File: config.mk
export PLATFORM = sky130hd
export DESIGN_NAME = trc_ram
export DESIGN_NICKNAME = d
export VERILOG_FILES = /design/src/hdl/trc_ram.sv
export SDC_FILE = /design/constraint.sdc
export NUM_CORES = 2
export LEC_CHECK = 0
export BUFFER_PORTS_ARGS = -buffer_cell sky130_fd_sc_hd__buf_2
export CAP_MARGIN = 20
export CORE_UTILIZATION = 25
export CTS_CLUSTER_SIZE = 10
export DETAILED_ROUTE_END_ITERATION = 8
export HOLD_SLACK_MARGIN = 0.1
export PLACE_DENSITY = 0.38
export SLEW_MARGIN = 10
export SYNTH_ARGS = -nofsm -noshare
export SYNTH_HDL_FRONTEND = slang
export SYNTH_SLANG_ARGS = --single-unit
export TNS_END_PERCENT = 1
File: constraint.sdc
create_clock -name clk -period 5.9 [get_ports clk]
set_clock_uncertainty 0.05 [all_clocks]
set_input_delay 0.295 -clock clk [delete_from_list [all_inputs] [get_ports clk]]
set_output_delay 0.295 -clock clk [all_outputs]
set_load 0.02 [all_outputs]
File: src/hdl/trc_ram.sv
// ----------------------------------------------------------------------------
// trc_ram
// Generic simple dual-port RAM with one write port and one registered read
// port.
// ----------------------------------------------------------------------------
module trc_ram #(
  parameter int DATA_W = 8,
  parameter int DEPTH  = 256,
  localparam int ADDR_W = $clog2(DEPTH)
) (
  input  logic              clk,
  input  logic              wr_en,
  input  logic [ADDR_W-1:0] wr_addr,
  input  logic [DATA_W-1:0] wr_data,
  input  logic              rd_en,
  input  logic [ADDR_W-1:0] rd_addr,
  output logic [DATA_W-1:0] rd_data
);

  logic [DATA_W-1:0] mem_r [DEPTH];
  logic [DATA_W-1:0] rd_data_r;

  always_ff @(posedge clk) begin
    if (wr_en) begin
      mem_r[wr_addr] <= wr_data;
    end
    if (rd_en) begin
      rd_data_r <= mem_r[rd_addr];
    end
  end

  assign rd_data = rd_data_r;

endmodule

After elaboration in Yosys (flattened, before gate mapping)
Memory sizes are Yosys's and may differ from the RTL's. A register that Yosys moved wholly into a read port is not among the register bits. Cells that the tools add are included. Widths: inputs -> output; s select.

Muxes and demuxes: 2.

Operators with widths (count): $mux 1 (2).

Memories: 1. Flip-flop bits (word level): 0. Output and inout port bits: 8. Memory bits (writable): 2048. Input bits: 27.

Memory list: mem_r (depth 256, bits a word 8, rd ports 1, clocked after Yosys merged registers in 1, wr ports 1, RTL line 20) `logic [DATA_W-1:0] mem_r [DEPTH];`.

Longest topological paths before layout
Word-level depth: 2. Mapped depth: 11.

Least setup slack after synthesis
Ideal clock, no wire load.

Path type: in2reg. Start point: in rd_addr[0]. End point: reg rd_data_r[2], in the netlist rd_data[2], read port of mem_r (data pin). Setup time: 269 ps. Arrival: 2102 ps. Slack: 3479 ps. Cell stages on the path: 9. Data required time: 5581 ps. Cells stage by stage: buf_6 buf_12 buf_8 buf_2 mux4_2 a22oi_1 a21oi_1 nor4_1 nor4_2.

RTL lines: start: declaration (RTL line 16) `input logic [ADDR_W-1:0] rd_addr,`; end: declaration (RTL line 21) `logic [DATA_W-1:0] rd_data_r;`.

==> impl_metrics.toml <==
[timing]
hold_viol = 0
fin_crit_ps = 3670
slew_viol_final = 0
final-setup-viol-count = 0
rsz0062_at_grt = "false"
setup_tns_ps = 0
fin_ws_ps = 2230
tightest_slew_ps = 1210
period_share = 0.621
timing.fmax_ghz = 0.273
maxSlewHeadroom = 0.195

[setup_path]
ff2ff_setup_slack_ps = 2760
crit_fanout = 54
cp.required_ps = 6450
regToRegEndpoint = "rd_data[5]"
cp-endpoint = "rd_data[5]"
worstSetupStartpoint = "rd_addr[1]"
r2r_cells = 6
start_kind = "input pin"
worstSetupEndpointType = "flop"
path_class = "in2reg"
arrival_ps = 4220
reg2reg_from = "mem_r[211][5]"

[floorplanning]
start_util = 0.252
placementRows = 206
pin_count = 35
die_h_um = 566
core_um2 = 316000
dieWidth_um = 566
die-area_um2 = 321000

[synth]
ys_warn_count = 0
syn_area_um2 = 79600
synth_flop_cell = "edfxtp_1"
synthSimpleGateAreaFrac = 0.0263
synth_compound_area_frac = 0.0342
postSynth.asyncResetShare = 0
synth-xor-area-share = 0
synthAdderAreaFrac = 0
synth_nets = 3760
synth_top_family_by_area = "multiplexers"
avgSynthCellArea_um2 = 21.3
synthMuxAreaShare = 0.146
ys_seq_elements = 2056
synth_edf_count = 2056
synth_cell_type_count = 54
ys_seq_area_frac = 0.775
netlist_instances = 3733

[cts]
cts_tree = "yes"
cts.clk_slew.worst_paths_ps = 60
post-cts-setup-buffers = 0
cts_buffers = 239
ctsHtreeMaxLevel = 4
worst_skew_pair.late_latency_ps = 900
clock-root-buffer = "clkbuf_16"
post_cts_resized = 0
clockBufferDepth = 4
cts_sinks = 2056
holdBufCountCts = 9

[status]
status = "finished clean"

[global_route]
grt_busiest_layer = "met2"
grt_max_degree = 169
grt_use_met2 = 0.238
use_met3 = 0.0214
grt-ovfl-total = 0
grtUsageMet1 = 0.208
gr-usage-all-layers = 0.146
grt_pass1_vias = 39763
grt_pass1_wl_um = 332000
grt_antenna_before_repair = 17

[route]
ant_nets = 0
drt_iter0_drc = 3413
via_per_inst = 4.67
wl_per_cell_um = 29.3
finalWirelength_um = 238000
drc = 0
drtPass1Iterations = 5
vias = 38027

[pwr]
leakage_nw = 27.3
p_total_w = 0.0306
power_density_nw_per_um2 = 334
ir_drop_v = 0.000242

[place]
io_buffers = 34
place.gp.congestion = 0.749
dp_worst_setup_slack_ps = 1380
dp_cells = 7818
dp_hpwl_um = 147000

[run]
maxCapViolations = 0

[hold_path]
hold_depth = 3
min_path_type = "in2reg"

[finish]
layout_commonest_cell = "edfxtp_1"
drive_gt1_frac = 0.226
final_cells = 8138
most-common-layout-cells = "edfxtp_1 (2056), mux4_2 (454), nor2_1 (279), clkbuf_16 (241), mux2i_1 (134)"
area_growth_pct = 14.9
num-nets-final = 3936
-- worst max-delay path, stage by stage --
cell      delay, ps
buf_8           440
buf_4           560
buf_4           340
mux4_2          320
a22o_1          270
a221oi_1        550
o32ai_1         350
nor3_1          670
nor4_1          120
-- cell type report --
cell class | count | area (um2)
Clock inverter | 21 | 163
Inverter | 2 | 7.51
Tap cell | 4160 | 5200
Antenna cell | 3 | 7.51
Fill cell | 30884 | 224000
Clock buffer | 286 | 6200
Multi-Input combinational cell | 1442 | 16600
Sequential cell | 2056 | 61700
Timing Repair Buffer | 168 | 1630
-- worst min-delay path by stage --
| stage | from | end | slack (ps) |
|---|---|---|---|
| final | wr_addr[1] | mem_r[167][6] | 270 |
| after global routing | wr_addr[1] | mem_r[151][7] | 260 |
| after CTS | wr_addr[1] | mem_r[151][1] | 200 |
| after detailed placement | wr_data[4] | mem_r[34][4] | 640 |
| after global placement | wr_data[4] | mem_r[34][4] | 640 |
| after floorplan | wr_data[0] | mem_r[0][0] | 340 |
-- per-layer routing --
layer | vias to the layer above | routed length [um]
met5 | - | 11
met4 | 2 | 4500
met3 | 287 | 10200
met2 | 894 | 114000
met1 | 20871 | 110000
li1 | 15973 | -
-- cells in the mapped netlist (all sizes together) (2+ instances only) --
cell	number	share of area
clkbuf	111	0.0052
mux4	456	0.13
and2	6	0.00047
a21oi	96	0.0060
o32ai	5	0.00064
nor2	282	0.013
a22oi	133	0.013
a2111oi	5	0.00066
nand4	10	0.00079
and3b	2	0.00022
a31oi	2	0.00016
nand2	33	0.0016
a311oi	2	0.00022
nand2b	8	0.00063
o21ai	12	0.00075
o211ai	10	0.00094
nand3	34	0.0021
or2	4	0.00031
o22ai	28	0.0022
mux2i	134	0.017
a211oi	16	0.0015
o22a	5	0.00055
nor4	27	0.0024
nor2b	31	0.0024
nand3b	2	0.00019
edfxtp	2056	0.78
buf	122	0.013
o221ai	47	0.0052
nor3	22	0.0014
a22o	8	0.00088
a221oi	14	0.0016
-- registers in the layout, indices dropped and copies added, names as in the netlist --
register  flops
mem_r      2048
rd_data       8
-- through the flow --
stage | cell area (um2) | util | hold WS (ps)
after detailed placement | 85000 | 0.269 | 644
final | 91500 | 0.290 | 271
after global placement | 84900 | 0.269 | 643
after floorplan | 79600 | - | 344
after global routing | 91500 | 0.290 | 262
after CTS | 91500 | 0.290 | 196
-- logic make-up after synthesis --
logic type             after synthesis
buffers and inverters              235
and+or+nand+nor                    466
AOI/OAI and AO/OA                  385
muxes                              591
DFF                               2056
-- power breakdown --
group          leakage (nW)  total [W]  switching (W)  internal [W]
registers              18.5     0.0161      0.0000198        0.0161
clock network          3.10     0.0129        0.00559       0.00729
logic                  5.74    0.00157        0.00107      0.000502
total                  27.3     0.0306        0.00668        0.0239
Note: power is estimated with default switching activity, not from simulation.
