<file path="src/hdl/trc_div.sv">
// ----------------------------------------------------------------------------
// trc_div
// Unsigned restoring divider. One quotient bit per cycle; the quotient is
// valid in the cycle where done is high.
// ----------------------------------------------------------------------------
module trc_div #(
  parameter int DIVIDEND_W = 23,
  parameter int DIVISOR_W  = 16
) (
  input  logic                  clk,
  input  logic                  rst_n,
  input  logic                  start,
  input  logic [DIVIDEND_W-1:0] dividend,
  input  logic [DIVISOR_W-1:0]  divisor,
  output logic                  done,
  output logic [DIVIDEND_W-1:0] quotient
);

  localparam int NW = $clog2(DIVIDEND_W + 1);

  logic                  busy_r, busy_nxt;
  logic                  done_r, done_nxt;
  logic [NW-1:0]         cnt_r, cnt_nxt;
  logic [DIVISOR_W-1:0]  rem_r, rem_nxt;
  logic [DIVIDEND_W-1:0] q_r, q_nxt;
  logic [DIVISOR_W-1:0]  dvs_r, dvs_nxt;
  logic [DIVISOR_W:0]    rem_sh;
  logic [DIVISOR_W:0]    rem_sub;
  logic                  ge;

  assign rem_sh  = {rem_r, q_r[DIVIDEND_W-1]};
  assign rem_sub = rem_sh - {1'b0, dvs_r};
  assign ge      = (rem_sh >= {1'b0, dvs_r});

  always_comb begin
    busy_nxt = busy_r;
    done_nxt = 1'b0;
    cnt_nxt  = cnt_r;
    rem_nxt  = rem_r;
    q_nxt    = q_r;
    dvs_nxt  = dvs_r;
    if (start) begin
      busy_nxt = 1'b1;
      cnt_nxt  = NW'(DIVIDEND_W);
      rem_nxt  = '0;
      q_nxt    = dividend;
      dvs_nxt  = divisor;
    end else if (busy_r) begin
      rem_nxt = ge ? rem_sub[DIVISOR_W-1:0] : rem_sh[DIVISOR_W-1:0];
      q_nxt   = {q_r[DIVIDEND_W-2:0], ge};
      cnt_nxt = cnt_r - NW'(1);
      if (cnt_r == NW'(1)) begin
        busy_nxt = 1'b0;
        done_nxt = 1'b1;
      end
    end
  end

  always_ff @(posedge clk) begin
    if (!rst_n) begin
      busy_r <= 1'b0;
      done_r <= 1'b0;
      cnt_r  <= '0;
    end else begin
      busy_r <= busy_nxt;
      done_r <= done_nxt;
      cnt_r  <= cnt_nxt;
    end
    rem_r <= rem_nxt;
    q_r   <= q_nxt;
    dvs_r <= dvs_nxt;
  end

  assign done     = done_r;
  assign quotient = q_r;

  a_no_start_busy: assert property (@(posedge clk) disable iff (!rst_n)
    start |-> !busy_r)
    else $error("divider started while busy");

  a_done_after_busy: assert property (@(posedge clk) disable iff (!rst_n)
    done_r |-> $past(busy_r))
    else $error("divider done without a running division");

  a_busy_count: assert property (@(posedge clk) disable iff (!rst_n)
    busy_r |-> cnt_r != '0)
    else $error("divider busy with an exhausted bit count");

  a_divisor_held: assert property (@(posedge clk) disable iff (!rst_n)
    busy_r && $past(busy_r) |-> $stable(dvs_r))
    else $error("divisor changed during a division");

endmodule
</file>
<file path="config.mk">
export PLATFORM = sky130hd
export DESIGN_NAME = trc_div
export DESIGN_NICKNAME = d
export VERILOG_FILES = /design/src/hdl/trc_div.sv
export SDC_FILE = /design/constraint.sdc
export NUM_CORES = 1
export LEC_CHECK = 0
export BUFFER_PORTS_ARGS = -buffer_cell sky130_fd_sc_hd__buf_2
export CELL_PAD_IN_SITES_DETAIL_PLACEMENT = 1
export CELL_PAD_IN_SITES_GLOBAL_PLACEMENT = 2
export CORE_MARGIN = 5
export CORE_UTILIZATION = 32
export DETAILED_ROUTE_END_ITERATION = 7
export PLACE_DENSITY = 0.74
export SYNTH_ARGS = -nofsm -noshare
export SYNTH_HDL_FRONTEND = slang
export SYNTH_SLANG_ARGS = --single-unit
</file>
<file path="constraint.sdc">
create_clock -name clk -period 2.4 [get_ports clk]
set_input_delay 0.12 -clock clk [delete_from_list [all_inputs] [get_ports clk]]
set_output_delay 0.12 -clock clk [all_outputs]
set_load 0.02 [all_outputs]
</file>
==> Yosys cells after proc, flatten, opt, wreduce, memory -nomap -nowiden <==
Index checks and enable logic that the tools add are counted.
{ "totals": {"inputBits": 42, "regBits": 62, "elab_cells": 25, "out_inout_bits": 24} }
{ "classes": {"n_addsub": 2, "n_reduce_logical": 3, "mux": 9, "eq_ne": 1, "n_bitwise": 2, "order_cmp": 1} }
{ "op_table": {"columns": ["operator", "count"], "rows": [
  ["two-way mux 23 bit", 2],
  ["greater-or-equal comparator 17 x 16 -> 1 bit", 1],
  ["two-way mux 16 bit", 1],
  ["subtractor 16 bit", 1],
  ["two-way mux 5 bit", 2],
  ["equality test 5 x 1 -> 1 bit (second input constant)", 1],
  ["subtractor 5 x 1 -> 5 bit (second input constant)", 1],
  ["two-way mux 1 bit", 4],
  ["OR reduction 3 bit", 1],
  ["NOT 1 bit", 2],
  ["nonzero test 2 bit", 1],
  ["OR reduction 2 bit", 1]
]} }

==> Longest topological paths before layout <==
Gate-level depths: netlist of run 1.
{ "depth": {"word_depth": 4, "mapped_depth": 11, "depth_no_buf": 9} }

==> Worst setup path before layout of run 1 <==
Ideal clock, no wire load.
{ "synth_path": {"path_type": "reg-to-reg", "from": "register dvs_r[10]", "to": "register q_r[0], in the netlist quotient[0], data pin", "arrival_ns": 2.085, "synth_period_minus_slack_ns": 2.356, "path_stages_with_launch": 11, "slack_ns": 0.044, "setup_time_ns": 0.271, "path_cell_list": "edfxtp_1 inv_1 ha_1 buf_6 a21o_1 a21o_1 a221o_1 a221oi_2 buf_6 buf_4 o21ai_0"} }
{ "synth_between": {"elab_chain_cells": 3} }
{ "synth_lines": {"columns": ["element", "line_no", "text"], "rows": [
  ["start: declaration", "26", "logic [DIVISOR_W-1:0] dvs_r, dvs_nxt;"],
  ["start signal: assignment", "71", "dvs_r <= dvs_nxt;"],
  ["greater-or-equal comparator 17 x 16 -> 1 bit", "33", "assign ge = (rem_sh >= {1'b0, dvs_r});"],
  ["two-way mux 23 bit", "48", "end else if (busy_r) begin"],
  ["two-way mux 23 bit", "42", "if (start) begin"],
  ["via q_nxt[0]", "25", "logic [DIVIDEND_W-1:0] q_r, q_nxt;"],
  ["end signal: assignment", "70", "q_r <= q_nxt;"],
  ["end: declaration", "25", null]
]} }
The timed path passes the listed nets, and every way through them passes these cells. The select of a mux whose other input is x is not followed.
A chain may end at the register's enable or synchronous reset.

==> Worst setup path after layout of run 1 <==
{ "layout_path": {"from": "register rem_r[10]", "to": "register rem_r[14]"} }
{ "layout_between": {"elab_chain_cells": 2, "elab_cells_between_ends": 3, "cone_classes": "1 x add/sub; 1 x order compare; 1 x mux"} }
{ "layout_lines": {"columns": ["element", "line_no", "text"], "rows": [
  ["start: declaration", "24", "logic [DIVISOR_W-1:0] rem_r, rem_nxt;"],
  ["start signal: assignment", "69", "rem_r <= rem_nxt;"],
  ["subtractor 16 bit or greater-or-equal comparator 17 x 16 -> 1 bit (tied branches)", "32, 33", null],
  ["two-way mux 16 bit (*)", "49", "rem_nxt = ge ? rem_sub[DIVISOR_W-1:0] : rem_sh[DIVISOR_W-1:0];"]
]} }
Mark *: on every way between the ends. The rest lies on a longest branch, timed or not.

==> metrics.md, run 1 <==
| Metric | Value |
|---|---|
| Gr usage total | `0.168` |
| FMAX | `412 MHz` |
| Synthesized flop and latch total | `62` |
| Status | `finished, violations left` |
| Max Cap Violations | `0` |
| Final Hold Vio Count | `0` |
| Fraction of registers with async set/reset | `0` |
| Largest area contributor in the netlist | `edfxtp_1` |
| CTS Buffer Depth | `2` |
| Crit path time final | `2.43 ns` |
| Required @ worst endpoint | `2.63 ns` |
| Layout cells sized above 1 | `0.412` |
| First-pass GRT wire length | `16900 µm` |
| Fill count | `1199` |
| Register area share after synthesis | `0.467` |
| Worst setup SP type | `flop` |
| Clock slew seen by the registers of the worst setup and hold paths | `approximately 0.080 ns` |
| Largest net degree at the start of global routing | `25` |
| Starting Density | `0.324` |
| RSZ-0062 raised after global routing | `true` |
| Vias | `3086` |
| # diodes | `0` |
| Final setup viols | `5` |
| Chip width | `115 µm` |
| Area of the mapped netlist | `0.00350 mm²` |
| Syn_nets | `~400` |
| Most frequent cell after synthesis | `edfxtp_1` |
| Reg power frac | `0.459` |
| WHS | `~0.058 ns` |
| Drt wl/cell | `17.3 µm` |
| Combinational share of power | `0.230` |
| Peak supply drop | `0.410 mV` |
| Number of buffers created by CTS | `9` |
| Clk_lat worst skew | `0.36 ns` |
| Failing checks | `setup timing` |
| Gate Count Post-Synth | `340` |
| Most instantiated cells after synthesis | `39 x edfxtp_1, 28 x nor2_1, 25 x inv_1` |
| Rows | `38` |
| Post-synthesis cell type count | `52` |
| Remaining DRCs | `0` |
| Rel. slew slack | `0.721` |
| Crit path DAT | `2.66 ns` |
| Util after Layout | `0.454` |
| Die Y | `115 µm` |
| Slew @ Worst Pin | `~0.42 ns` |
| Final period util | `1.01` |
| Synth top area share | `0.335` |
| Post-synth EDFFs | `39` |
| Final Skew | `around 0.011 ns` |
| Crit Path Max Fanout | `9` |
| Final estimated routing congestion in global placement | `0.891` |
| Vias per cell | `~5.0` |
| Synth-to-Final Area Change | `40.1%` |
| Setup tns final | `-0.0693 ns` |
| Final worst slack | `-0.0284 ns` |
| Initial antenna violation count | `0` |
| Iter 0 DRT Violations | `149` |
| Dpl cells | `572` |
| Fin cells | `613` |
| IO Port Bufs | `65` |
| Type of destination of the critical path | `flop` |
| Yosys warns | `0` |
| DP HPWL | `~7900 µm` |
| Psw | `roughly 840 µW` |
| Core Box Area | `0.0108 mm²` |
| Die area | `0.0131 mm²` |
| DRT Pass-1 Iters | `5` |
| Int Pwr | `around 1900 µW` |
| Total grt overflow | `0` |
| Final Max Slew Viols | `0` |
| Detail Route Antenna Nets | `0` |
| Total wire length | `between 10000 and 15000 µm` |
| Hold Crit Class | `primary input to flop` |
| Main synth FF type | `edfxtp_1` |
| Final Power | `2770 µW` |
| Clock share of power | `0.311` |
| Sw Share | `0.305` |
| IO Pins | `66` |
| Clock sinks | `62` |
| Via count of the first global-routing pass | `3316` |
| Setup CP Type | `flop to flop` |
| Power Density | `around 570 mW/mm²` |
| TritonCTS clock tree | `done` |
| Leakage | `0.00206 µW` |
| Mean Syn Cell Area | `10.3 µm²` |
| CTS Root Cell | `clkbuf_8` |
| Synth top area cells | `edfxtp_1 33%, dfxtp_1 13%, mux2_2 7.1%` |
| # H-tree levels | `3` |
| Nets | `529` |
power by group through the flow:
stage | Combinational [µW] | Sequential (µW) | Clock, µW
floorplan | 282 | 1340 | 0
global placement | 558 | 1290 | 0
detailed placement | 567 | 1290 | 0
CTS | 627 | 1270 | 906
global route | 698 | 1280 | 962
finish | 637 | 1270 | 863
path summary, 6_finish.rpt:
kind	from	to	slack (ns)	depth (start not counted)
max	rem_r[10]	rem_r[14]	-0.03	10
min	dividend[0]	quotient[0]	0.06	3
max reg2reg	rem_r[10]	rem_r[14]	-0.03	10
min reg2reg	rem_r[6]	rem_r[6]	0.52	2
sequential cells by signal (all words and copies together), names as in the netlist:
signal    flops
done          1
rem_r        16
quotient     23
busy_r        1
cnt_r         5
dvs_r        16
per-stage QoR:
step                setup slack, ns  cell area, µm²
global route                 -0.141            4900
global placement           -0.00584            4230
finish                      -0.0284            4900
detailed placement          -0.0984            4230
floorplan                    0.0437            3500
CTS                          0.0275            4800
placed cells by master (no fill, tap or decap), types with 14 or more instances in the layout:
cell / instances
edfxtp_1: 39
dfxtp_1: 22
buf_4: 44
a21oi_1: 14
buf_2: 65
o21ai_0: 14
nor2_1: 27
inv_1: 22
nand2_1: 22
dlygate4sd3_1: 16
mux2_2: 22
worst max-delay path, stage by stage (launching register included):
cell	delay, ns
dfxtp_1	0.35
ha_1	0.35
buf_6	0.15
a21o_1	0.19
a221o_1	0.37
a221oi_4	0.32
buf_4	0.16
buf_6	0.09
buf_6	0.11
nand2b_4	0.14
o21ai_2	0.06
timing repair:
action,CTS,global route
hold buffers,16,0
pin swaps,7,11
gates cloned,1,0
hold endpoints to repair,16,0
resized for setup,26,27
setup endpoints to repair,9,14
setup buffers,6,2
layer usage:
metal,wire length (µm),vias up,global-route usage
li1,-,1517,-
met1,4620,1494,0.199
met2,5170,59,0.281
met3,590,16,0.0566
met4,206,0,0.0657
met5,0,-,0
final cells by class:
type                       count  area (µm²)  share of cell area
multi-input combinational    238        1920               0.392
sequential                    62        1630               0.333
timing repair buffer         132         895               0.183
tap                          140         175              0.0358
clock buffer                  10         138              0.0281
inverter                      25        93.8              0.0192
clock inverter                 6        43.8             0.00894
cell families (layout without fill, tap and decap cells):
| kind of cell | Yosys count | count (layout) | synth area share |
|---|---|---|---|
| mux | 28 | 28 | 0.0880 |
| flops | 62 | 62 | 0.467 |
| buf+inv | 40 | 173 | 0.0494 |
| xor+xnor | 13 | 13 | 0.0326 |
| fa+ha+maj | 19 | 19 | 0.0701 |
| simple gates | 99 | 99 | 0.140 |
| compound gates | 79 | 79 | 0.153 |
Note: power is estimated with default switching activity, not from simulation.
==> inputs of run 2 (changes only) <==
- CORE_ASPECT_RATIO: unset -> 0.6
- RECOVER_POWER: unset -> 50
==> metrics.md, run 2 (synthesized netlist as in run 1, its figures left out) <==
| Metric | Value |
|---|---|
| Most common cell on crit path | `a21o_1 (was buf_6)` |
| RSZ-0062 raised after global routing | `true (unchanged)` |
| Setup CP Type | `flop to flop (unchanged)` |
| Rows | `29 (was 38)` |
| Layout cells sized above 1 | `0.358 (was 0.412)` |
| Finished Cell Area | `0.00501 mm² (was 0.00490 mm²)` |
| FMAX | `411 MHz (was 412 MHz)` |
| Fill count | `1209 (was 1199)` |
| Multi-input logic area | `0.00191 mm² (was 0.00192 mm²)` |
| Hold Crit Class | `primary input to flop (unchanged)` |
| Via count of the first global-routing pass | `3349 (was 3316)` |
| Synth-to-Final Area Change | `43.4% (was 40.1%)` |
| Number of buffers created by CTS | `9 (unchanged)` |
| Drt wl/cell | `18.2 µm (was 17.3 µm)` |
| Final Max Slew Viols | `0 (unchanged)` |
| Max FFs per register | `23 (unchanged)` |
| Die Y | `91.0 µm (was 115 µm)` |
| CP max stage delay | `0.39 ns (was 0.37 ns)` |
| Gr usage total | `0.172 (was 0.168)` |
| Vias per cell | `5.05 (was 5.03)` |
| Total grt overflow | `0 (unchanged)` |
| Clk_lat worst skew | `0.34 ns (was 0.36 ns)` |
| Worst path slowest cell | `edfxtp_1 (was a221o_1)` |
| Vias | `3102 (was 3086)` |
| Remaining DRCs | `0 (unchanged)` |
| Status | `finished, violations left (unchanged)` |
| Worst path bufs/invs | `2 (was 4)` |
| IO Pins | `66 (unchanged)` |
| CTS Buffer Depth | `2 (unchanged)` |
| Register area | `0.00163 mm² (unchanged)` |
| Crit Path Max Fanout | `5 (was 9)` |
| # H-tree levels | `3 (unchanged)` |
| CP delay by family, top | `compound AO/OA/AOI/OAI gates (unchanged)` |
| Final Skew | `0.00806 ns (was 0.0113 ns)` |
| Required @ worst endpoint | `2.62 ns (was 2.63 ns)` |
| Worst setup SP type | `flop (unchanged)` |
| Largest net degree at the start of global routing | `27 (was 25)` |
| Clock sinks | `62 (unchanged)` |
| Crit path DAT | `2.66 ns (about the same)` |
| Crit path time final | `2.43 ns (about the same)` |
| Iter 0 DRT Violations | `154 (was 149)` |
| Final worst slack | `-0.0350 ns (was -0.0284 ns)` |
| Fin cells | `614 (was 613)` |
| Most frequent cells in the layout | `51 x buf_4, 41 x buf_2, 39 x edfxtp_1 (was 65 x buf_2, 44 x buf_4, 39 x edfxtp_1)` |
| Final setup viols | `5 (unchanged)` |
| IO Port Bufs | `65 (unchanged)` |
| TritonCTS clock tree | `done (unchanged)` |
| # diodes | `0 (unchanged)` |
| Max Cap Violations | `0 (unchanged)` |
| Final estimated routing congestion in global placement | `0.847 (was 0.891)` |
| Initial antenna violation count | `0 (unchanged)` |
| Die area | `0.0132 mm² (was 0.0131 mm²)` |
| Post-DP Area | `0.00429 mm² (was 0.00423 mm²)` |
| First-pass GRT wire length | `18200 µm (was 16900 µm)` |
| DRT Pass-1 Iters | `4 (was 5)` |
| Dpl cells | `579 (was 572)` |
| DP HPWL | `8190 µm (was 7940 µm)` |
| Leakage | `0.00206 µW (about the same)` |
| Failing checks | `setup timing (unchanged)` |
| Peak supply drop | `0.382 mV (was 0.410 mV)` |
| Core Box Area | `0.0106 mm² (was 0.0108 mm²)` |
| Clock slew seen by the registers of the worst setup and hold paths | `0.06 ns (was 0.08 ns)` |
| Critical path, cell by cell | `inv_2 > ha_4 > a21o_1 > a21o_1 > a221o_1 > a221oi_2 > buf_4 > mux2i_4 > a211oi_2 (was ha_1 > buf_6 > a21o_1 > a221o_1 > a221oi_4 > buf_4 > buf_6 > buf_6 > nand2b_4 > o21ai_2)` |
| Rel. slew slack | `0.601 (was 0.721)` |
| Final period util | `1.01 (about the same)` |
| Starting Density | `0.329 (was 0.324)` |
| Type of destination of the critical path | `flop (unchanged)` |
| Most common cell after layout, fill and taps aside | `buf_4 (was buf_2)` |
| Final Hold Vio Count | `0 (unchanged)` |
| Chip width | `145 µm (was 115 µm)` |
| CTS Root Cell | `clkbuf_16 (was clkbuf_8)` |
| Slew @ Worst Pin | `0.599 ns (was 0.417 ns)` |
| Total wire length | `11200 µm (was 10600 µm)` |
| Detail Route Antenna Nets | `0 (unchanged)` |
| Nets | `531 (was 529)` |
| Power Density | `691 mW/mm² (was 566 mW/mm²)` |
## run 2: changes by cell type in the layout (fill, tap and decap cells not counted), sizes merged
cell	delta
buf	-22
bufinv	+3
clkbuf	+24
clkinv	-1
clkinvlp	-1
dlygate4sd3	-1
## run 2: worst reg2reg max path: cells and delay by family, from the launching register on
kind	cells	cell delay, ns
buffers and inverters	2	0.33
adders and majority gates	1	0.21
muxes	1	0.26
AOI/OAI and AO/OA	5	1.13
DFF	1	0.39
## run 2: stage by stage
stage	total power, µW	TNS, ns	util	hold WS (ns)	worst slack, ns
after floorplan	1620	0	-	0.219	0.0437
after global placement	1860	-0.242	0.404	0.296	-0.0785
after detailed placement	1870	-0.958	0.404	0.299	-0.166
after CTS	3470	-0.0179	0.465	0.000181	-0.0105
after global routing	3610	-1.21	0.472	0.0639	-0.154
final	3470	-0.0844	0.472	0.0686	-0.0350
## run 2: power breakdown
part	internal, µW	switching [µW]	leakage, µW
Sequential	1230	48.8	0.000577
Clock	1020	517	0.000168
Combinational	296	356	0.00132
## run 2: worst paths after layout
| check | start | to | slack (ns) | cells after the start |
|---|---|---|---|---|
| worst min register to register | rem_r[13] | rem_r[13] | 0.53 | 2 |
| worst min-delay path | divisor[0] | dvs_r[0] | 0.07 | 1 |
| worst max register to register | dvs_r[10] | rem_r[6] | -0.03 | 9 |
| worst max-delay path | dvs_r[10] | rem_r[6] | -0.03 | 9 |
## run 2: repair_timing
| item | CTS | global route |
|---|---|---|
| pin swaps | 5 | 6 |
| hold buffers | 15 | 0 |
| resized for setup | 19 | 22 |
| hold endpoints to repair | 15 | 0 |
| buffers inserted | 4 | 0 |
| endpoints found under the setup margin | 12 | 15 |
## run 2: layout make-up
type,instances,share of cell area
tap,139,0.0347
clock buffer,9,0.0449
sequential,62,0.326
clock inverter,7,0.0240
multi-input combinational,238,0.382
timing repair buffer,134,0.170
inverter,25,0.0187
## run 2: per-layer routing
metal | track usage | share of wire
met5 | 0 | 0
met4 | 0.0392 | 0.0071
met3 | 0.0383 | 0.058
met2 | 0.253 | 0.43
met1 | 0.258 | 0.51
==> inputs of run 3 (changes only) <==
- SETUP_SLACK_MARGIN: unset -> 0.5
==> metrics.md, run 3 (synthesized netlist as in run 1, its figures left out) <==
| Metric | Value |
|---|---|
| Status | `finished clean (was finished, violations left)` |
| # H-tree levels | `3 (unchanged)` |
| Drt wl/cell | `18.4 µm (was 18.2 µm)` |
| Util after Layout | `0.466 (was 0.472)` |
| Leakage | `0.00201 µW (was 0.00206 µW)` |
| Worst setup SP type | `flop (unchanged)` |
| Vias | `3089 (was 3102)` |
| Most frequent cells in the layout | `44 x buf_2, 40 x buf_4, 39 x edfxtp_1 (was 51 x buf_4, 41 x buf_2, 39 x edfxtp_1)` |
| Worst path bufs/invs | `2 (unchanged)` |
| CTS Buffer Depth | `2 (unchanged)` |
| Starting Density | `0.329 (unchanged)` |
| Critical path, cell by cell | `inv_1 > ha_4 > nand3_2 > o22ai_2 > a221o_1 > a221oi_2 > buf_6 > or4b_2 > nand3_1 (was inv_2 > ha_4 > a21o_1 > a21o_1 > a221o_1 > a221oi_2 > buf_4 > mux2i_4 > a211oi_2)` |
| Number of buffers created by CTS | `9 (unchanged)` |
| Iter 0 DRT Violations | `195 (was 154)` |
| Rel. slew slack | `0.572 (was 0.601)` |
| TritonCTS clock tree | `done (unchanged)` |
| Rows | `29 (unchanged)` |
| Final worst slack | `0.0408 ns (was -0.0350 ns)` |
| Final Power | `3210 µW (was 3470 µW)` |
| CP delay by family, top | `simple AND/OR/NAND/NOR gates (was compound AO/OA/AOI/OAI gates)` |
| Remaining DRCs | `0 (unchanged)` |
| Crit path time final | `2.36 ns (was 2.43 ns)` |
| IO Pins | `66 (unchanged)` |
| FMAX | `424 MHz (was 411 MHz)` |
| Vias per cell | `5.11 (was 5.05)` |
| Clk_lat worst skew | `0.33 ns (was 0.34 ns)` |
| Register area | `0.00163 mm² (about the same)` |
| Worst path slowest cell | `or4b_2 (was edfxtp_1)` |
| Core Box Area | `0.0106 mm² (unchanged)` |
| Die Y | `91.0 µm (unchanged)` |
| Max FFs per register | `23 (unchanged)` |
| Type of destination of the critical path | `flop (unchanged)` |
| CP max stage delay | `0.66 ns (was 0.39 ns)` |
| Setup CP Type | `flop to flop (unchanged)` |
| Total wire length | `11100 µm (was 11200 µm)` |
| Total grt overflow | `0 (unchanged)` |
| Crit path DAT | `2.63 ns (was 2.66 ns)` |
| Peak supply drop | `0.342 mV (was 0.382 mV)` |
| Final Max Slew Viols | `0 (unchanged)` |
| Multi-input logic area | `0.00195 mm² (was 0.00191 mm²)` |
| Fin cells | `605 (was 614)` |
| Slew @ Worst Pin | `0.642 ns (was 0.599 ns)` |
| Pre-CTS WS | `-0.0703 ns (was -0.166 ns)` |
| Die area | `0.0132 mm² (unchanged)` |
| Hold Crit Class | `primary input to flop (unchanged)` |
| Clock sinks | `62 (unchanged)` |
| Final Skew | `0.00371 ns (was 0.00806 ns)` |
| Final Hold Vio Count | `0 (unchanged)` |
| Fill count | `1196 (was 1209)` |
| Layout cells sized above 1 | `0.348 (was 0.358)` |
| DRT Pass-1 Iters | `4 (unchanged)` |
| Final period util | `0.983 (was 1.01)` |
| Power Density | `648 mW/mm² (was 691 mW/mm²)` |
| Via count of the first global-routing pass | `3197 (was 3349)` |
| Gr usage total | `0.169 (was 0.172)` |
| Detail Route Antenna Nets | `0 (unchanged)` |
| Clock slew seen by the registers of the worst setup and hold paths | `0.05 ns (was 0.06 ns)` |
| Synth-to-Final Area Change | `41.6% (was 43.4%)` |
| Chip width | `145 µm (unchanged)` |
| Nets | `522 (was 531)` |
| Crit Path Max Fanout | `9 (was 5)` |
| DP HPWL | `8300 µm (was 8190 µm)` |
| First-pass GRT wire length | `17800 µm (was 18200 µm)` |
| # diodes | `0 (unchanged)` |
| Dpl cells | `569 (was 579)` |
| Final estimated routing congestion in global placement | `0.828 (was 0.847)` |
| Max Cap Violations | `0 (unchanged)` |
| RSZ-0062 raised after global routing | `true (unchanged)` |
| Initial antenna violation count | `0 (unchanged)` |
| Required @ worst endpoint | `2.67 ns (was 2.62 ns)` |
| WHS | `0.0839 ns (was 0.0686 ns)` |
| IO Port Bufs | `65 (unchanged)` |
| CTS Root Cell | `clkbuf_16 (unchanged)` |
| Most common cell after layout, fill and taps aside | `buf_2 (was buf_4)` |
| Largest net degree at the start of global routing | `30 (was 27)` |
| Final setup viols | `0 (was 5)` |
## run 3: repair_timing
action                     in CTS  in global routing
buffers inserted                2                  2
resized for setup              20                 22
setup endpoints to repair      17                 17
hold endpoints to repair       16                  0
pin swaps                       4                  3
hold buffers                   16                  0
## run 3: area by class of cell
type,instances,area share
clock buffers,10,0.0462
clock inverters,6,0.0126
inverters,25,0.0190
multi-input cells,238,0.395
flip-flops and latches,62,0.330
well taps,139,0.0351
repair buffers,125,0.163
## run 3: path summary, 6_finish.rpt
path / cells after the start / slack [ns] / from / end
max: 9 / 0.04 / dvs_r[8] / rem_r[8]
min: 3 / 0.08 / dividend[0] / quotient[0]
max reg2reg: 9 / 0.04 / dvs_r[8] / rem_r[8]
min reg2reg: 2 / 0.55 / rem_r[6] / rem_r[6]
## run 3: metal layers
metal	up-vias	wire length [µm]	GRT usage
met2	66	4840	0.246
met5	-	0	0
met3	9	642	0.0443
met4	0	96	0.0431
met1	1512	5530	0.249
li1	1502	-	-
## run 3: per-stage QoR
step | instance area, µm² | setup TNS, ns
2_1_floorplan | 3510 | 0
3_3_place_gp | 4240 | -0.100
3_5_place_dp | 4240 | -0.320
4_1_cts | 4830 | 0
5_1_grt | 4950 | -0.191
6_report | 4950 | 0
## run 3: worst register-to-register path, cell delays in order, from the launching register on
cell	delay (ns)
edfxtp_1	0.32
inv_1	0.06
ha_4	0.32
nand3_2	0.14
o22ai_2	0.21
a221o_1	0.24
a221oi_2	0.09
buf_6	0.16
or4b_2	0.66
nand3_1	0.10
## run 3: report_power, final
| group | total (µW) | leakage [µW] | internal, µW | switching [µW] |
|---|---|---|---|---|
| Combinational | 642 | 0.00129 | 288 | 355 |
| Clock | 1280 | 0.000136 | 799 | 482 |
| Sequential | 1280 | 0.000576 | 1230 | 54.7 |
